$ cat config.mk
export PLATFORM = sky130hd
export DESIGN_NAME = gjll_mul
export DESIGN_NICKNAME = d
export VERILOG_FILES = /design/src/rtl/gjll_pkg.sv /design/src/rtl/gjll_mul.sv
export SDC_FILE = /design/constraint.sdc
export NUM_CORES = 2
export LEC_CHECK = 0
export ABC_AREA = 1
export BUFFER_PORTS_ARGS = -buffer_cell sky130_fd_sc_hd__buf_2
export CAP_MARGIN = 20
export CORE_MARGIN = 2
export CORE_UTILIZATION = 40
export DETAILED_ROUTE_END_ITERATION = 7
export GPL_TIMING_DRIVEN = 0
export PLACE_DENSITY = 0.56
export SLEW_MARGIN = 15
export SYNTH_ARGS = -nofsm -noshare
export SYNTH_HDL_FRONTEND = slang
export SYNTH_SLANG_ARGS = --single-unit
$ cat constraint.sdc
create_clock -name clk -period 19.4 [get_ports clk]
set_input_delay 3.88 -clock clk [delete_from_list [all_inputs] [get_ports clk]]
set_output_delay 3.88 -clock clk [all_outputs]
set_load 0.01 [all_outputs]
$ cat src/rtl/gjll_pkg.sv
`timescale 1ns / 1ps
// Shared types, constants and helpers for the Gaussian joint log likelihood block.
// No dependencies; every other file imports this package.
package gjll_pkg;

    localparam int MAX_DIM_DEF   = 16;
    localparam int FRAC_BITS_DEF = 16;

    // ln(2*pi) with 32 fraction bits; rounded to nearest at FRAC_BITS where used
    localparam logic [63:0] LN2PI_Q32 = 64'd7893621894;

    localparam logic signed [63:0] SAT_MAX = 64'sd2147483647;
    localparam logic signed [63:0] SAT_MIN = -64'sd2147483648;

    typedef enum logic [1:0] {
        OP_LOAD_DIFF = 2'd0,
        OP_LOAD_COV  = 2'd1,
        OP_COMPUTE   = 2'd2
    } opcode_t;

    typedef struct packed {
        logic [1:0]          opcode;
        logic [3:0]          element_index;
        logic [3:0]          matrix_row;
        logic [3:0]          matrix_col;
        logic signed [31:0]  obs_value;
        logic signed [31:0]  mean_value;
        logic signed [31:0]  matrix_value;
        logic [4:0]          set_dim;
        logic signed [31:0]  log_cov_det;
        logic signed [31:0]  log_trans;
        logic                add_transition;
    } cmd_t;

    typedef struct packed {
        logic signed [31:0]  log_joint_prob;
        logic                saturated;
    } result_t;

    typedef enum logic [1:0] {
        MUL_NONE,
        MUL_TERM,
        MUL_LO,
        MUL_HI
    } mul_kind_t;

    typedef struct packed {
        mul_kind_t kind;
        logic      first;
    } mul_tag_t;

    typedef enum logic [3:0] {
        ST_IDLE,
        ST_TERM,
        ST_GAP,
        ST_LO,
        ST_HI,
        ST_DRAIN,
        ST_CLAMP,
        ST_TOTAL,
        ST_OUT
    } state_t;

    // Saturate to 32 bits; bit 32 of the result is the clip flag
    function automatic logic [32:0] sat32(input logic signed [63:0] x);
        logic [32:0] r;
        if (x > SAT_MAX) begin
            r = {1'b1, SAT_MAX[31:0]};
        end else if (x < SAT_MIN) begin
            r = {1'b1, SAT_MIN[31:0]};
        end else begin
            r = {1'b0, x[31:0]};
        end
        return r;
    endfunction

endpackage

$ cat src/rtl/gjll_mul.sv
`timescale 1ns / 1ps
// Shared 33x33 signed multiplier with operand select and registered product.
// Depends on gjll_pkg.
module gjll_mul import gjll_pkg::*; (
    input  logic                clk,
    input  logic                rst_n,
    input  mul_tag_t            issue_tag,
    input  logic signed [31:0]  rd_diff,
    input  logic signed [31:0]  rd_cov,
    input  logic signed [63:0]  inner,
    output mul_tag_t            prod_tag,
    output logic signed [64:0]  product
);

    mul_tag_t           tag1_reg;
    mul_tag_t           tag2_reg;
    logic signed [64:0] product_reg;

    logic signed [32:0] op_a;
    logic signed [32:0] op_b;
    logic signed [65:0] prod_full;

    // Inner sum is split into an unsigned low word and a signed high word
    always_comb begin
        case (tag1_reg.kind)
            MUL_TERM: op_a = {rd_cov[31], rd_cov};
            MUL_LO:   op_a = {1'b0, inner[31:0]};
            MUL_HI:   op_a = {inner[63], inner[63:32]};
            default:  op_a = '0;
        endcase
    end

    assign op_b      = {rd_diff[31], rd_diff};
    assign prod_full = op_a * op_b;

    always_ff @(posedge clk or negedge rst_n) begin
        if (!rst_n) begin
            tag1_reg <= '{kind: MUL_NONE, first: 1'b0};
            tag2_reg <= '{kind: MUL_NONE, first: 1'b0};
        end else begin
            tag1_reg <= issue_tag;
            tag2_reg <= tag1_reg;
        end
    end

    always_ff @(posedge clk) begin
        product_reg <= prod_full[64:0];
    end

    assign prod_tag = tag2_reg;
    assign product  = product_reg;

endmodule

Yosys cells after proc, flatten, opt, wreduce, memory -nomap -nowiden. Index checks and enable logic that the tools add are counted.

Bits in registers: 71. Input bits: 133. Output and inout port bits: 68.

Multipliers: 1. Equal/unequal tests: 3. Mux-type cells: 1.

Operators by type and width (count): $pmux 33 s3 (1); $mul 33x32->65 (1); $eq 2x2->1 const B (2); $eq 2x1->1 const B (1).

Longest topological paths before layout.
Word-level depth: 3. Mapped depth: 37. Depth with buffers taken out: 35.

Worst setup path before layout. Ideal clock, no wire load.

Path type: input to register. Start: input port rd_cov[31]. End: register product_reg[62] (netlist: product[62]). Arrival: 10.747 ns. Data required time: 19.288 ns. Setup slack: 8.541 ns. Cell stages on the path: 25. Path buffers: 1. Cell sequence: nand2_1 nand2_1 inv_2 buf_2 nor2_1 fa_1 fa_1 fa_1 fa_1 inv_1 fa_1 inv_1 fa_1 inv_1 fa_1 fa_1 inv_1 ha_1 nand2_1 nor2_1 nand2_1 nor4_1 nand2_1 nand3_1 nand2_1.

Cells in the longest elaborated chain, start to end: 2.

RTL lines: from (decl) (RTL line gjll_mul.sv:9) `input logic signed [31:0] rd_cov,`; $pmux 33 s3 (RTL line gjll_mul.sv:25) `case (tag1_reg.kind)`; $mul 33x32->65 (RTL line gjll_mul.sv:34) `assign prod_full = op_a * op_b;`; via prod_full[62] (RTL line gjll_mul.sv:21) `logic signed [65:0] prod_full;`; to (signal assigned) (RTL line gjll_mul.sv:47) `product_reg <= prod_full[64:0];`; to (decl) (RTL line gjll_mul.sv:17) `logic signed [64:0] product_reg;`.

The timed path passes the listed nets, and every way through them passes these cells.

Final worst setup path.
Start: input port rd_cov[31]. End: register product_reg[56] (netlist: product[56]).

The elaborated chain is that of the path after synthesis.

==> impl_metrics.ini <==
[run_status]
outcome = finished, final reports clean

[finish]
final.fill_count = 10800
syn_to_final_growth_pct = 7.16
largest_register_ffs = 65
layout_commonest_cell = sky130_fd_sc_hd__inv_1
finalInstanceArea_mm2 = 0.0451
number_of_nets_at_the_end_of_the_flow = 7022
diodes = 0
final_core_utilization_pct = 43.4
highest_count_cells_in_the_layout_ignoring_fill_and_taps = 1739 x sky130_fd_sc_hd__inv_1, 1594 x sky130_fd_sc_hd__nand2_1, 1111 x sky130_fd_sc_hd__fa_1
post_route_cells_drive_above_1_share_pct = 6.79

[timing]
tns_ns = 0
final_min_period_over_clock_period_pct = 62.5
unrepaired_setup_endpoints_after_global_routing = false
final-max-slew-violation-count = 0
setup_slack_ns = 7.27
slew_headroom_pct = 18.7
finalWorstPathRequiredPeriod_ns = 12.13
report.final.hold_viol_count = 0
max_freq_ghz = 0.0825
final-setup-viol-count = 0
tightestPinTransition_ns = 1.22
clock_skew_ns = 0.0214

[synthesis]
synth-compound-area-share_pct = 1.42
synth_xor_area_share_pct = 0.624
netlist.top_cell.by_area = sky130_fd_sc_hd__fa_1
synth_mux_area_share_pct = 0
netlist_area_mm2 = 0.0421
synthTopCellsByArea = sky130_fd_sc_hd__fa_1 53%, sky130_fd_sc_hd__inv_1 16%, sky130_fd_sc_hd__nand2_1 14%, sky130_fd_sc_hd__ha_1 5.5%, sky130_fd_sc_hd__dfxtp_1 3.1%
post_synth_inst_count = 5403
synth.top_cell.area_share_pct = 52.9
distinct_cell_type_count_of_the_synthesized_netlist = 36
ys_seq_elements = 71
combinational_family_with_the_most_area_after_synthesis = adder cells
synth_warnings = 0
synth.net_count = 6834
synthSimpleGateAreaFrac_pct = 18.0
synth.yosys.seq_area_share_pct = 3.45
synthAdderAreaFrac_pct = 58.4
synth_area_per_cell_um2 = 7.79

[clock_tree]
cts_buffers = 9
clk_transition_reported_paths_ns = 0.08
number_of_gates_given_a_new_drive_strength_after_cts = 0
h-tree-depth = 3
tritoncts = done
cts-hold-fix-buffers = 0
ctsRootBufferMaster = sky130_fd_sc_hd__clkbuf_16
worst_skew_pair.late_latency_ns = 0.39
cts_max_path_buffers = 2
clock_sinks = 71
post-cts-setup-buffer-count = 0

[setup_path]
critPathBufInv = 5
required_time_of_the_worst_setup_path_ns = 19.65
setup.worst_path.end_class = flip-flop
worst_path_max_delay_cell = sky130_fd_sc_hd__fa_1
cp_cell_sequence = buf_2 -> nand2_1 -> nand2_1 -> inv_2 -> buf_2 -> nor2_1 -> fa_1 -> fa_1 -> fa_2 -> fa_1 -> inv_1 -> fa_1 -> inv_1 -> fa_1 -> fa_1 -> fa_1 -> ha_1 -> nand2_1 -> nor2_2 -> nand2_1 -> nor4_1 -> nand2_1 -> nand4_1 -> nand2_1
critical_path.max_stage_delay_ns = 1.18
worst-path-max-fanout = 14
cp_common_cell = sky130_fd_sc_hd__fa_1
worst_setup_path_start_kind = input port
cp.arrival_ns = 12.38
crit_family = adder cells
setup.worst_path.class = input port to flip-flop

[drt]
wl_per_cell_um = 25.0
detail-route-antenna-nets = 0
drt-vias-per-instance = 4.98
final_wirelength_um = 175000
detail_route.iter0.violations = 3575
vias_post_dr = 34700
detailedRoute.firstPassIterationCount = 8
drcViolationCount = 0

[placed_design]
hpwl_um = 153000
port_buffers = 168
place_ws_ns = 6.83
dpl_cell_area_mm2 = 0.0448
place.gp.congestion = 1.06

[global_route]
antenna_found_initial = 13
first_global_vias = 36100
grt_max_degree = 24
grt_pass1_wl_um = 253000
grtUsageTotal_pct = 33.4
gr-total-overflow = 0

[floorplan]
die_area_mm2 = 0.108
initial_standard_cell_utilization_of_the_core_pct = 40.5
core_mm2 = 0.104
rows = 118
die_width_um = 328
io_pins = 201
dieHeight_um = 328

[min_path]
worst_hold_path_type = flip-flop to flip-flop

[flow_run]
max_cap_viol_count = 0
per-stage QoR:
stage | hold slack, ns | instances
6_report | 0.360 | 6976
3_3_place_gp | 0.335 | 6951
4_1_cts | 0.360 | 6975
2_1_floorplan | 0.331 | 5403
3_5_place_dp | 0.341 | 6959
5_1_grt | 0.372 | 6976
synth_stat cells, drive strengths merged:
master	number
a21boi	2
a21o	1
a21oi	66
and2	2
and3	4
buf	138
clkbuf	96
dfrtp	6
dfxtp	65
fa	1112
ha	186
inv	1745
nand2	1602
nand3	106
nand3b	3
nand4	25
nor2	159
nor3	9
nor4	6
o21a	3
o21ai	26
o21bai	11
xor2	30
cell type report:
cell class	instances	area [um2]	area share (%)
timing repair buffer	177	970	2.15
inverter	1745	6550	14.5
buffer	234	1070	2.38
tap	1380	1730	3.83
sequential	71	1450	3.22
clock buffer	9	225	0.499
clock inverter	7	80.1	0.178
multi-input combinational	3353	33000	73.2
worst paths after layout:
| check | endpoint | depth (start not counted) | start | slack [ns] |
|---|---|---|---|---|
| min | prod_tag[0]$_DFF_PN0_ | 0 | tag1_reg[0]$_DFF_PN0_ | 0.36 |
| max in group asynchronous | tag1_reg[0]$_DFF_PN0_ | 1 | rst_n | 15.96 |
| min reg2reg | prod_tag[0]$_DFF_PN0_ | 0 | tag1_reg[0]$_DFF_PN0_ | 0.36 |
| max reg2reg | product[56]$_DFF_P_ | 25 | tag1_reg[1]$_DFF_PN0_ | 9.96 |
| max | product[56]$_DFF_P_ | 24 | rd_cov[31] | 7.27 |
| min in group asynchronous | prod_tag[2]$_DFF_PN0_ | 1 | rst_n | 3.30 |
logic make-up (layout without fill, tap and decap cells):
logic type               Yosys count  count (layout)
AND/OR/NAND/NOR                 1916            1916
buffers and inverters           1979            2172
XOR/XNOR                          30              30
flip-flops                        71              71
AO/OA/AOI/OAI                    109             109
adder cells (fa/ha/maj)         1298            1298
routing by layer:
layer	global-route usage, %	up-vias	routed length (um)
met4	17.8	6	11700
li1	-	15100	-
met5	0	-	41
met1	43.2	17600	68300
met3	8.37	355	17900
met2	51.6	1674	76700
Power is left out: the tool's default activity adds up to more than one toggle a clock period on the data nets, which glitch-free logic cannot reach.
