===== src/rtl/gjll_pkg.sv =====
`timescale 1ns / 1ps
// Shared types, constants and helpers for the Gaussian joint log likelihood block.
// No dependencies; every other file imports this package.
package gjll_pkg;

    localparam int MAX_DIM_DEF   = 16;
    localparam int FRAC_BITS_DEF = 16;

    // ln(2*pi) with 32 fraction bits; rounded to nearest at FRAC_BITS where used
    localparam logic [63:0] LN2PI_Q32 = 64'd7893621894;

    localparam logic signed [63:0] SAT_MAX = 64'sd2147483647;
    localparam logic signed [63:0] SAT_MIN = -64'sd2147483648;

    typedef enum logic [1:0] {
        OP_LOAD_DIFF = 2'd0,
        OP_LOAD_COV  = 2'd1,
        OP_COMPUTE   = 2'd2
    } opcode_t;

    typedef struct packed {
        logic [1:0]          opcode;
        logic [3:0]          element_index;
        logic [3:0]          matrix_row;
        logic [3:0]          matrix_col;
        logic signed [31:0]  obs_value;
        logic signed [31:0]  mean_value;
        logic signed [31:0]  matrix_value;
        logic [4:0]          set_dim;
        logic signed [31:0]  log_cov_det;
        logic signed [31:0]  log_trans;
        logic                add_transition;
    } cmd_t;

    typedef struct packed {
        logic signed [31:0]  log_joint_prob;
        logic                saturated;
    } result_t;

    typedef enum logic [1:0] {
        MUL_NONE,
        MUL_TERM,
        MUL_LO,
        MUL_HI
    } mul_kind_t;

    typedef struct packed {
        mul_kind_t kind;
        logic      first;
    } mul_tag_t;

    typedef enum logic [3:0] {
        ST_IDLE,
        ST_TERM,
        ST_GAP,
        ST_LO,
        ST_HI,
        ST_DRAIN,
        ST_CLAMP,
        ST_TOTAL,
        ST_OUT
    } state_t;

    // Saturate to 32 bits; bit 32 of the result is the clip flag
    function automatic logic [32:0] sat32(input logic signed [63:0] x);
        logic [32:0] r;
        if (x > SAT_MAX) begin
            r = {1'b1, SAT_MAX[31:0]};
        end else if (x < SAT_MIN) begin
            r = {1'b1, SAT_MIN[31:0]};
        end else begin
            r = {1'b0, x[31:0]};
        end
        return r;
    endfunction

endpackage


===== src/rtl/gjll_ctrl.sv =====
`timescale 1ns / 1ps
// Sequencer, accumulators and final scaling and saturation of the log density.
// Depends on gjll_pkg.
module gjll_ctrl import gjll_pkg::*; #(
    parameter int MAX_DIM   = MAX_DIM_DEF,
    parameter int FRAC_BITS = FRAC_BITS_DEF,
    localparam int IDX_W  = (MAX_DIM > 1) ? $clog2(MAX_DIM) : 1,
    localparam int ADDR_W = (MAX_DIM > 1) ? $clog2(MAX_DIM * MAX_DIM) : 1,
    localparam int DIM_W  = $clog2(MAX_DIM + 1)
) (
    input  logic                clk,
    input  logic                rst_n,
    input  logic                start,
    input  cmd_t                cmd,
    output logic                busy,
    output logic [IDX_W-1:0]    diff_addr,
    output logic [ADDR_W-1:0]   cov_addr,
    output mul_tag_t            issue_tag,
    output logic signed [63:0]  inner,
    input  mul_tag_t            prod_tag,
    input  logic signed [64:0]  product,
    output logic                done,
    output result_t             result
);

    localparam logic [63:0] LN2PI_Q =
        (LN2PI_Q32 + (64'd1 << (31 - FRAC_BITS))) >> (32 - FRAC_BITS);
    localparam logic signed [127:0] QUAD_LIM   = 128'sd1 <<< 62;
    localparam logic signed [63:0]  QUAD_LIM64 = 64'sd1 <<< 62;

    state_t             state_reg, state_next;
    logic [DIM_W-1:0]   i_reg, i_next;
    logic [DIM_W-1:0]   j_reg, j_next;
    logic               drain_reg, drain_next;
    logic               done_reg, done_next;

    logic [DIM_W-1:0]   dim_reg;
    logic signed [31:0] logdet_reg;
    logic signed [31:0] trans_reg;
    logic               add_reg;
    logic signed [63:0] inner_reg;
    logic signed [127:0] acc_reg;
    logic signed [63:0] quad_reg;
    logic signed [63:0] total_reg;
    result_t            result_reg;

    logic               accept_compute;
    logic [DIM_W-1:0]   dim_in;
    logic [DIM_W-1:0]   dim_last;
    logic signed [63:0] term;
    logic signed [127:0] shifted;
    logic signed [63:0] quad_next;
    logic signed [63:0] dim_term;
    logic signed [63:0] total_next;
    logic signed [63:0] neg_total;
    logic signed [63:0] half;
    logic signed [63:0] sum;
    logic [32:0]        sat_out;

    assign accept_compute = start && !busy && cmd.opcode == OP_COMPUTE;
    assign dim_in   = (32'(cmd.set_dim) > MAX_DIM) ? DIM_W'(MAX_DIM) : DIM_W'(cmd.set_dim);
    assign dim_last = DIM_W'(dim_reg - 1'b1);
    assign busy     = state_reg != ST_IDLE;

    always_ff @(posedge clk or negedge rst_n) begin
        if (!rst_n) begin
            state_reg <= ST_IDLE;
            i_reg     <= '0;
            j_reg     <= '0;
            drain_reg <= 1'b0;
            done_reg  <= 1'b0;
        end else begin
            state_reg <= state_next;
            i_reg     <= i_next;
            j_reg     <= j_next;
            drain_reg <= drain_next;
            done_reg  <= done_next;
        end
    end

    // Per row: dim term reads, one gap for the inner sum to settle, then low and high halves
    always_comb begin
        state_next = state_reg;
        i_next     = i_reg;
        j_next     = j_reg;
        drain_next = drain_reg;
        done_next  = 1'b0;
        issue_tag  = '{kind: MUL_NONE, first: 1'b0};
        diff_addr  = j_reg[IDX_W-1:0];
        cov_addr   = ADDR_W'(32'(j_reg) * MAX_DIM + 32'(i_reg));
        case (state_reg)
            ST_IDLE: begin
                if (accept_compute) begin
                    i_next     = '0;
                    j_next     = '0;
                    state_next = (dim_in == '0) ? ST_CLAMP : ST_TERM;
                end
            end
            ST_TERM: begin
                issue_tag = '{kind: MUL_TERM, first: (j_reg == '0)};
                if (j_reg == dim_last) begin
                    j_next     = '0;
                    state_next = ST_GAP;
                end else begin
                    j_next = DIM_W'(j_reg + 1'b1);
                end
            end
            ST_GAP: begin
                state_next = ST_LO;
            end
            ST_LO: begin
                diff_addr  = i_reg[IDX_W-1:0];
                issue_tag  = '{kind: MUL_LO, first: 1'b0};
                state_next = ST_HI;
            end
            ST_HI: begin
                diff_addr = i_reg[IDX_W-1:0];
                issue_tag = '{kind: MUL_HI, first: 1'b0};
                if (i_reg == dim_last) begin
                    drain_next = 1'b0;
                    state_next = ST_DRAIN;
                end else begin
                    i_next     = DIM_W'(i_reg + 1'b1);
                    state_next = ST_TERM;
                end
            end
            ST_DRAIN: begin
                // Wait for the last product to land in the accumulator
                if (drain_reg) begin
                    state_next = ST_CLAMP;
                end else begin
                    drain_next = 1'b1;
                end
            end
            ST_CLAMP: begin
                state_next = ST_TOTAL;
            end
            ST_TOTAL: begin
                state_next = ST_OUT;
            end
            ST_OUT: begin
                done_next  = 1'b1;
                state_next = ST_IDLE;
            end
            default: begin
                state_next = ST_IDLE;
            end
        endcase
    end

    assign term    = $signed(product[63:0]) >>> FRAC_BITS;
    assign shifted = acc_reg >>> FRAC_BITS;

    always_comb begin
        if (shifted > QUAD_LIM) begin
            quad_next = QUAD_LIM64;
        end else if (shifted < -QUAD_LIM) begin
            quad_next = -QUAD_LIM64;
        end else begin
            quad_next = shifted[63:0];
        end
    end

    assign dim_term   = $signed(64'(dim_reg) * LN2PI_Q);
    assign total_next = dim_term + 64'(logdet_reg) + quad_reg;
    assign neg_total  = -total_reg;
    assign half       = neg_total >>> 1;
    assign sum        = half + (add_reg ? 64'(trans_reg) : 64'sd0);
    assign sat_out    = sat32(sum);

    always_ff @(posedge clk) begin
        if (accept_compute) begin
            dim_reg    <= dim_in;
            logdet_reg <= cmd.log_cov_det;
            trans_reg  <= cmd.log_trans;
            add_reg    <= cmd.add_transition;
            acc_reg    <= '0;
        end else begin
            case (prod_tag.kind)
                MUL_TERM: inner_reg <= prod_tag.first ? term : inner_reg + term;
                MUL_LO:   acc_reg   <= acc_reg + {{63{product[64]}}, product};
                MUL_HI:   acc_reg   <= acc_reg + {{32{product[63]}}, product[63:0], 32'd0};
                default:  acc_reg   <= acc_reg;
            endcase
        end
        if (state_reg == ST_CLAMP) begin
            quad_reg <= quad_next;
        end
        if (state_reg == ST_TOTAL) begin
            total_reg <= total_next;
        end
        if (state_reg == ST_OUT) begin
            result_reg.log_joint_prob <= sat_out[31:0];
            result_reg.saturated      <= sat_out[32];
        end
    end

    assign inner  = inner_reg;
    assign done   = done_reg;
    assign result = result_reg;

endmodule


===== config.mk =====
export PLATFORM = sky130hd
export DESIGN_NAME = gjll_ctrl
export DESIGN_NICKNAME = d
export VERILOG_FILES = /design/src/rtl/gjll_pkg.sv /design/src/rtl/gjll_ctrl.sv
export SDC_FILE = /design/constraint.sdc
export NUM_CORES = 2
export LEC_CHECK = 0
export BUFFER_PORTS_ARGS = -buffer_cell sky130_fd_sc_hd__buf_2
export CELL_PAD_IN_SITES_DETAIL_PLACEMENT = 1
export CELL_PAD_IN_SITES_GLOBAL_PLACEMENT = 1
export CORE_MARGIN = 8
export CORE_UTILIZATION = 42
export DETAILED_ROUTE_END_ITERATION = 16
export GPL_TIMING_DRIVEN = 0
export HOLD_SLACK_MARGIN = 0.02
export MAX_ROUTING_LAYER = met4
export PLACE_DENSITY = 0.83
export SLEW_MARGIN = 5
export SYNTH_ARGS = -nofsm -noshare
export SYNTH_HDL_FRONTEND = slang
export SYNTH_SLANG_ARGS = --single-unit

===== constraint.sdc =====
create_clock -name clk -period 8.3 [get_ports clk]
set_clock_uncertainty 0.1 [all_clocks]
set_input_delay 0.83 -clock clk [delete_from_list [all_inputs] [get_ports clk]]
set_output_delay 0.83 -clock clk [all_outputs]
set_load 0.03 [all_outputs]

Word-level counts from Yosys, hierarchy flattened
Index checks and enable logic that the tools add are counted.

Register bits: 439. Logic and storage cells: 93. Bits of input ports: 251.

Multiplexer cells: 22. Order comparisons: 5. Reductions and logical operators: 18. Eq/ne operators: 19. Bitwise logic cells: 1. $mul: 1. Add/subtract/negate cells: 11.

Operators by type and width (count): 128-bit adder (2); 128-bit case mux with 2 select lines (1); 64-bit two-way mux (3); 112-bit by 64-bit greater-than comparator with 1-bit output (second input constant) (1); 112-bit by 63-bit less-than comparator with 1-bit output (second input constant) (1); 33-bit by 64-bit adder with 64-bit output (1); 63-bit by 64-bit adder with 64-bit output (1); 64-bit by 48-bit adder with 64-bit output (1); 64-bit by 32-bit greater-than comparator with 1-bit output (second input constant) (1); 64-bit by 32-bit less-than comparator with 1-bit output (second input constant) (1); 64-bit negator (1); 23-bit by 32-bit adder with 33-bit output (1); 33-bit two-way mux (1); 4-bit case mux with 8 select lines (1); 5-bit by 17-bit multiplier with 22-bit output (second input constant) (1); 5-bit two-way mux (4); 5-bit case mux with 2 select lines (2); 4-bit by 3-bit equality test with 1-bit output (second input constant) (4); 4-bit two-way mux (4); 5-bit by 1-bit adder with 5-bit output (second input constant) (2); 5-bit equality test (2); 5-bit logical NOT (2); 2-bit != test (second input constant) (5); 3-bit case mux with 3 select lines (1); 20 further kinds (33).

Logic depth before layout (Yosys ltp)
Word-level depth: 6. Mapped depth: 36. Mapped depth without buffers: 35.

Worst setup path after synthesis
No wires, ideal clock.

Path kind: flip-flop to flip-flop. Start: register dim_reg[2]. End: register total_reg[60] (data pin). Path slack: 0.158 ns. Cell stages (with the launch flop): 33. Arrival time: 7.783 ns. Required time: 7.941 ns. Buffers on the path: 0. Setup time: 0.259 ns. Cell sequence: edfxtp_1 -> fa_1 -> inv_1 -> fa_1 -> fa_1 -> inv_1 -> ha_1 -> a21oi_1 -> o21ai_0 -> a21oi_1 -> o21ai_0 -> a21o_1 -> a21o_1 -> a2111o_1 -> nand2_1 -> o2111ai_1 -> a41o_1 -> a21oi_1 -> xnor2_1 -> fa_1 -> ha_1 -> nand3_1 -> a211o_1 -> a2111oi_0 -> a21oi_1 -> o31ai_1 -> a211o_1 -> a21o_1 -> a21oi_1 -> o21ba_2 -> o21ai_0 -> a21oi_1 -> xnor2_1.

Word-level cells in the longest chain between the ends: 3.

RTL lines: start, declared (line gjll_ctrl.sv:37) `logic [DIM_W-1:0] dim_reg;`; start signal, assigned (line gjll_ctrl.sv:173) `dim_reg <= dim_in;`; 5-bit by 17-bit multiplier with 22-bit output (line gjll_ctrl.sv:164) `assign dim_term = $signed(64'(dim_reg) * LN2PI_Q);`; 23-bit by 32-bit adder with 33-bit output (line gjll_ctrl.sv:165) `assign total_next = dim_term + 64'(logdet_reg) + quad_reg;`; 33-bit by 64-bit adder with 64-bit output (line gjll_ctrl.sv:165); net total_next[60] (line gjll_ctrl.sv:54) `logic signed [63:0] total_next;`; end signal, assigned (line gjll_ctrl.sv:190) `total_reg <= total_next;`; end, declared (line gjll_ctrl.sv:44) `logic signed [63:0] total_reg;`.

The timed path passes the listed nets, and every way through them passes these cells. A chain may end at the register's enable or synchronous reset.

Worst setup path in the final report
Start: register dim_reg[2]. End: register total_reg[62] (data pin).

Same word-level chain as after synthesis.

==> impl_metrics.toml <==
[clock_network]
numCtsBuffers = 54
h-tree-depth = 2
cts.reportedPaths.clkPinSlew_ps = 60
clock_path_buffers = 3
clockRootBuffer = "clkbuf_16"
clock_sinks = 439
clk_latency_ps = 710
cts_tree = "done"

[timing]
slew_violations = 0
timing.fmax_mhz = 117
tightestPinTransition_ps = 1470
holdWs_ps = 195
setup_violations = 12
fin_ws_ps = -224
fin_crit_sh = 1.03
rsz0062_at_grt = "true"
tns_ps = -1780
hold_viol = 0
slew_headroom = 0.0200
min_period_ps = 8520

[synth]
yosys-top-cells-area = "edfxtp_1, ha_1, a21oi_1"
async_reset_ff_frac = 0.0364
ys_ff_latch = 439
synth_area_per_cell_um2 = 8.16
synthCells = 5485
synth_edf_count = 295
syn_area_um2 = 44800
synth_top_area_cell = "edfxtp_1"
yosys_warnings = 0
ys_seq_area_frac = 0.264
netlist-cell-type-count = 95
synth_top_area_share = 0.198
ys.flop_type = "edfxtp_1"
synth_nets = 6281

[die]
die_w_um = 342
rows = 119
initial_core_util = 0.424
die_h_um = 342
core_area_um2 = 106000
ioPinCount = 365
dieArea_um2 = 117000

[worst_setup_path]
worst_setup_path_end_kind = "flop"
cp_common_cell = "a21o_1"
cp.arrival_ps = 8910
cp_max_fo = 8
cp_slowest_cell = "fa_2"
critPathLaunchType = "flop"
cpPeakStageDelay_ps = 640
crit_type = "flop to flop"
worstPathRequired_ps = 8690

[outcome]
status = "complete, but fails checks"
violations = "negative setup slack"

[cells_and_area]
drive_gt1_frac = 0.0936
fillers = 12800
nets = 6645
regArea_um2 = 11800
largest_reg_flops = 128
syn2layout_area_growth_pct = 13.2
multi_input_area_um2 = 31700
utilization = 0.480
instances_no_fill = 7288

[routing]
routed_via_density = 6.32
ant_nets = 0
wl_mm = 192
dr.pass1.iters = 5
vias = 46100
drt_iter0_drc = 3856
drc = 0
wl_per_cell_um = 26.4

[global_route]
grt_remaining_overflow = 0
grt_pass1_wl_mm = 280
antenna_found_initial = 4
grt_start_max_net_pins = 65
grt.total_usage = 0.312
grt_pass1_vias = 46500

[power]
irDropWorstVdd_v = 0.000205
p_leak_nw = 21.0
p_per_area_nw_per_um2 = 348

[placement]
placedCellCount = 7142
io_buffers = 253
gp_congestion = 1.05
dp_hpwl_mm = 147

[job]
maxCapViolCount = 0

[min_path]
hp-class = "primary input to flop"
## final timing paths
| path | start | end | slack [ps] | cells past startpoint |
|---|---|---|---|---|
| max | dim_reg[2]$_DFFE_PP_ | total_reg[62]$_DFFE_PP_ | -220 | 31 |
| min | cmd[37] | logdet_reg[4]$_DFFE_PP_ | 190 | 1 |
| min in group asynchronous | rst_n | i_reg[4]$_DFFE_PN0P_ | 490 | 2 |
| max reg2reg | dim_reg[2]$_DFFE_PP_ | total_reg[62]$_DFFE_PP_ | -220 | 31 |
| max in group asynchronous | rst_n | state_reg[2]$_DFFE_PN0P_ | 7290 | 2 |
| min reg2reg | acc_reg[12]$_SDFFE_PP0P_ | acc_reg[12]$_SDFFE_PP0P_ | 360 | 2 |
## cell usage after synthesis, drive strengths merged (14+ instances only)
| cell | instances |
|---|---|
| or2 | 23 |
| nor2b | 51 |
| nand2b | 57 |
| buf | 14 |
| or3 | 48 |
| o211ai | 39 |
| ha | 502 |
| edfxtp | 295 |
| dfrtp | 16 |
| fa | 43 |
| a31oi | 52 |
| and2 | 108 |
| or4 | 17 |
| o21a | 58 |
| a221oi | 18 |
| nand3 | 88 |
| o21bai | 91 |
| and3 | 45 |
| a21o | 223 |
| nand4 | 154 |
| dfxtp | 128 |
| clkbuf | 242 |
| xor2 | 190 |
| xnor2 | 278 |
| o31ai | 35 |
| o221ai | 21 |
| a21oi | 630 |
| nor2 | 382 |
| nor3 | 124 |
| nor4 | 66 |
| nand2 | 496 |
| a21boi | 24 |
| o21ai | 469 |
| a211oi | 50 |
| inv | 197 |
## where the power goes
group	switching [mW]	total [mW]	internal (mW)
Combinational	7.12	11.2	4.08
Clock	1.12	2.56	1.44
Sequential	0.923	3.89	2.97
Total	9.16	17.6	8.49
## through the flow
step           total power [mW]  setup WS, ps  area [um2]
2_1_floorplan              11.0           158       44800
3_3_place_gp               14.0         -1860       47800
3_5_place_dp               14.3         -1390       48000
4_1_cts                    17.0          1.96       50200
5_1_grt                    18.6          -410       50700
6_report                   17.6          -224       50700
## timing repair
action,4_1_cts,5_1_grt
hold buffers,1,0
pin swaps,30,55
buffers inserted,17,31
endpoints found under the hold margin,16,0
cloned,1,0
setup endpoints to repair,63,55
gates resized for setup,69,68
## critical path, delay by kind of cell, from the launching register on
kind | cells | cell delay, ps
AOI/OAI and AO/OA | 15 | 3400
adders and majority gates | 6 | 2690
and+or+nand+nor | 5 | 880
DFF | 1 | 470
xor gates and xnor gates | 2 | 420
buffers and inverters | 3 | 330
## kinds of logic (layout without fill, tap and decap cells)
kind of cell,after synthesis,after routing,synth area share
buffers and inverters,454,864,0.0386
muxes,18,18,0.00416
xor gates and xnor gates,468,468,0.0916
adders and majority gates,545,545,0.160
and+or+nand+nor,1698,1698,0.186
DFF,439,439,0.264
AOI/OAI and AO/OA,1863,1863,0.256
other,0,2,0
## cells in the final DEF, fill, tap and decap left out, drive strengths merged, types with 58 or more instances in the layout
cell and count:
xnor2 278, edfxtp 295, nand4 154, clkbuf 308
o21a 58, buf 334, o21ai 469, nor2 382
nand2 496, o21bai 91, and2 108, dfxtp 128
a21o 223, nor4 66, nand3 88, ha 502
xor2 190, a21oi 630, nor3 124, inv 202
## per-layer routing
layer / GRT usage / up-vias / part of all wire
met5: - / - / 0
met4: 0.120 / 0 / 0.050
met3: 0.0419 / 482 / 0.066
met2: 0.517 / 1750 / 0.47
met1: 0.387 / 22800 / 0.41
li1: - / 21000 / -
## final cells by class
| class | instances | share of cell area |
|---|---|---|
| Clock inverter | 23 | 0.00489 |
| Clock buffer | 79 | 0.0315 |
| Sequential cell | 439 | 0.233 |
| Tap cell | 1391 | 0.0343 |
| Inverter | 198 | 0.0148 |
| Multi-Input combinational cell | 4592 | 0.625 |
| Timing Repair Buffer | 317 | 0.0365 |
| Buffer | 247 | 0.0194 |
| Antenna cell | 2 | 0.0000987 |
Power figures use the tool's default switching activity.
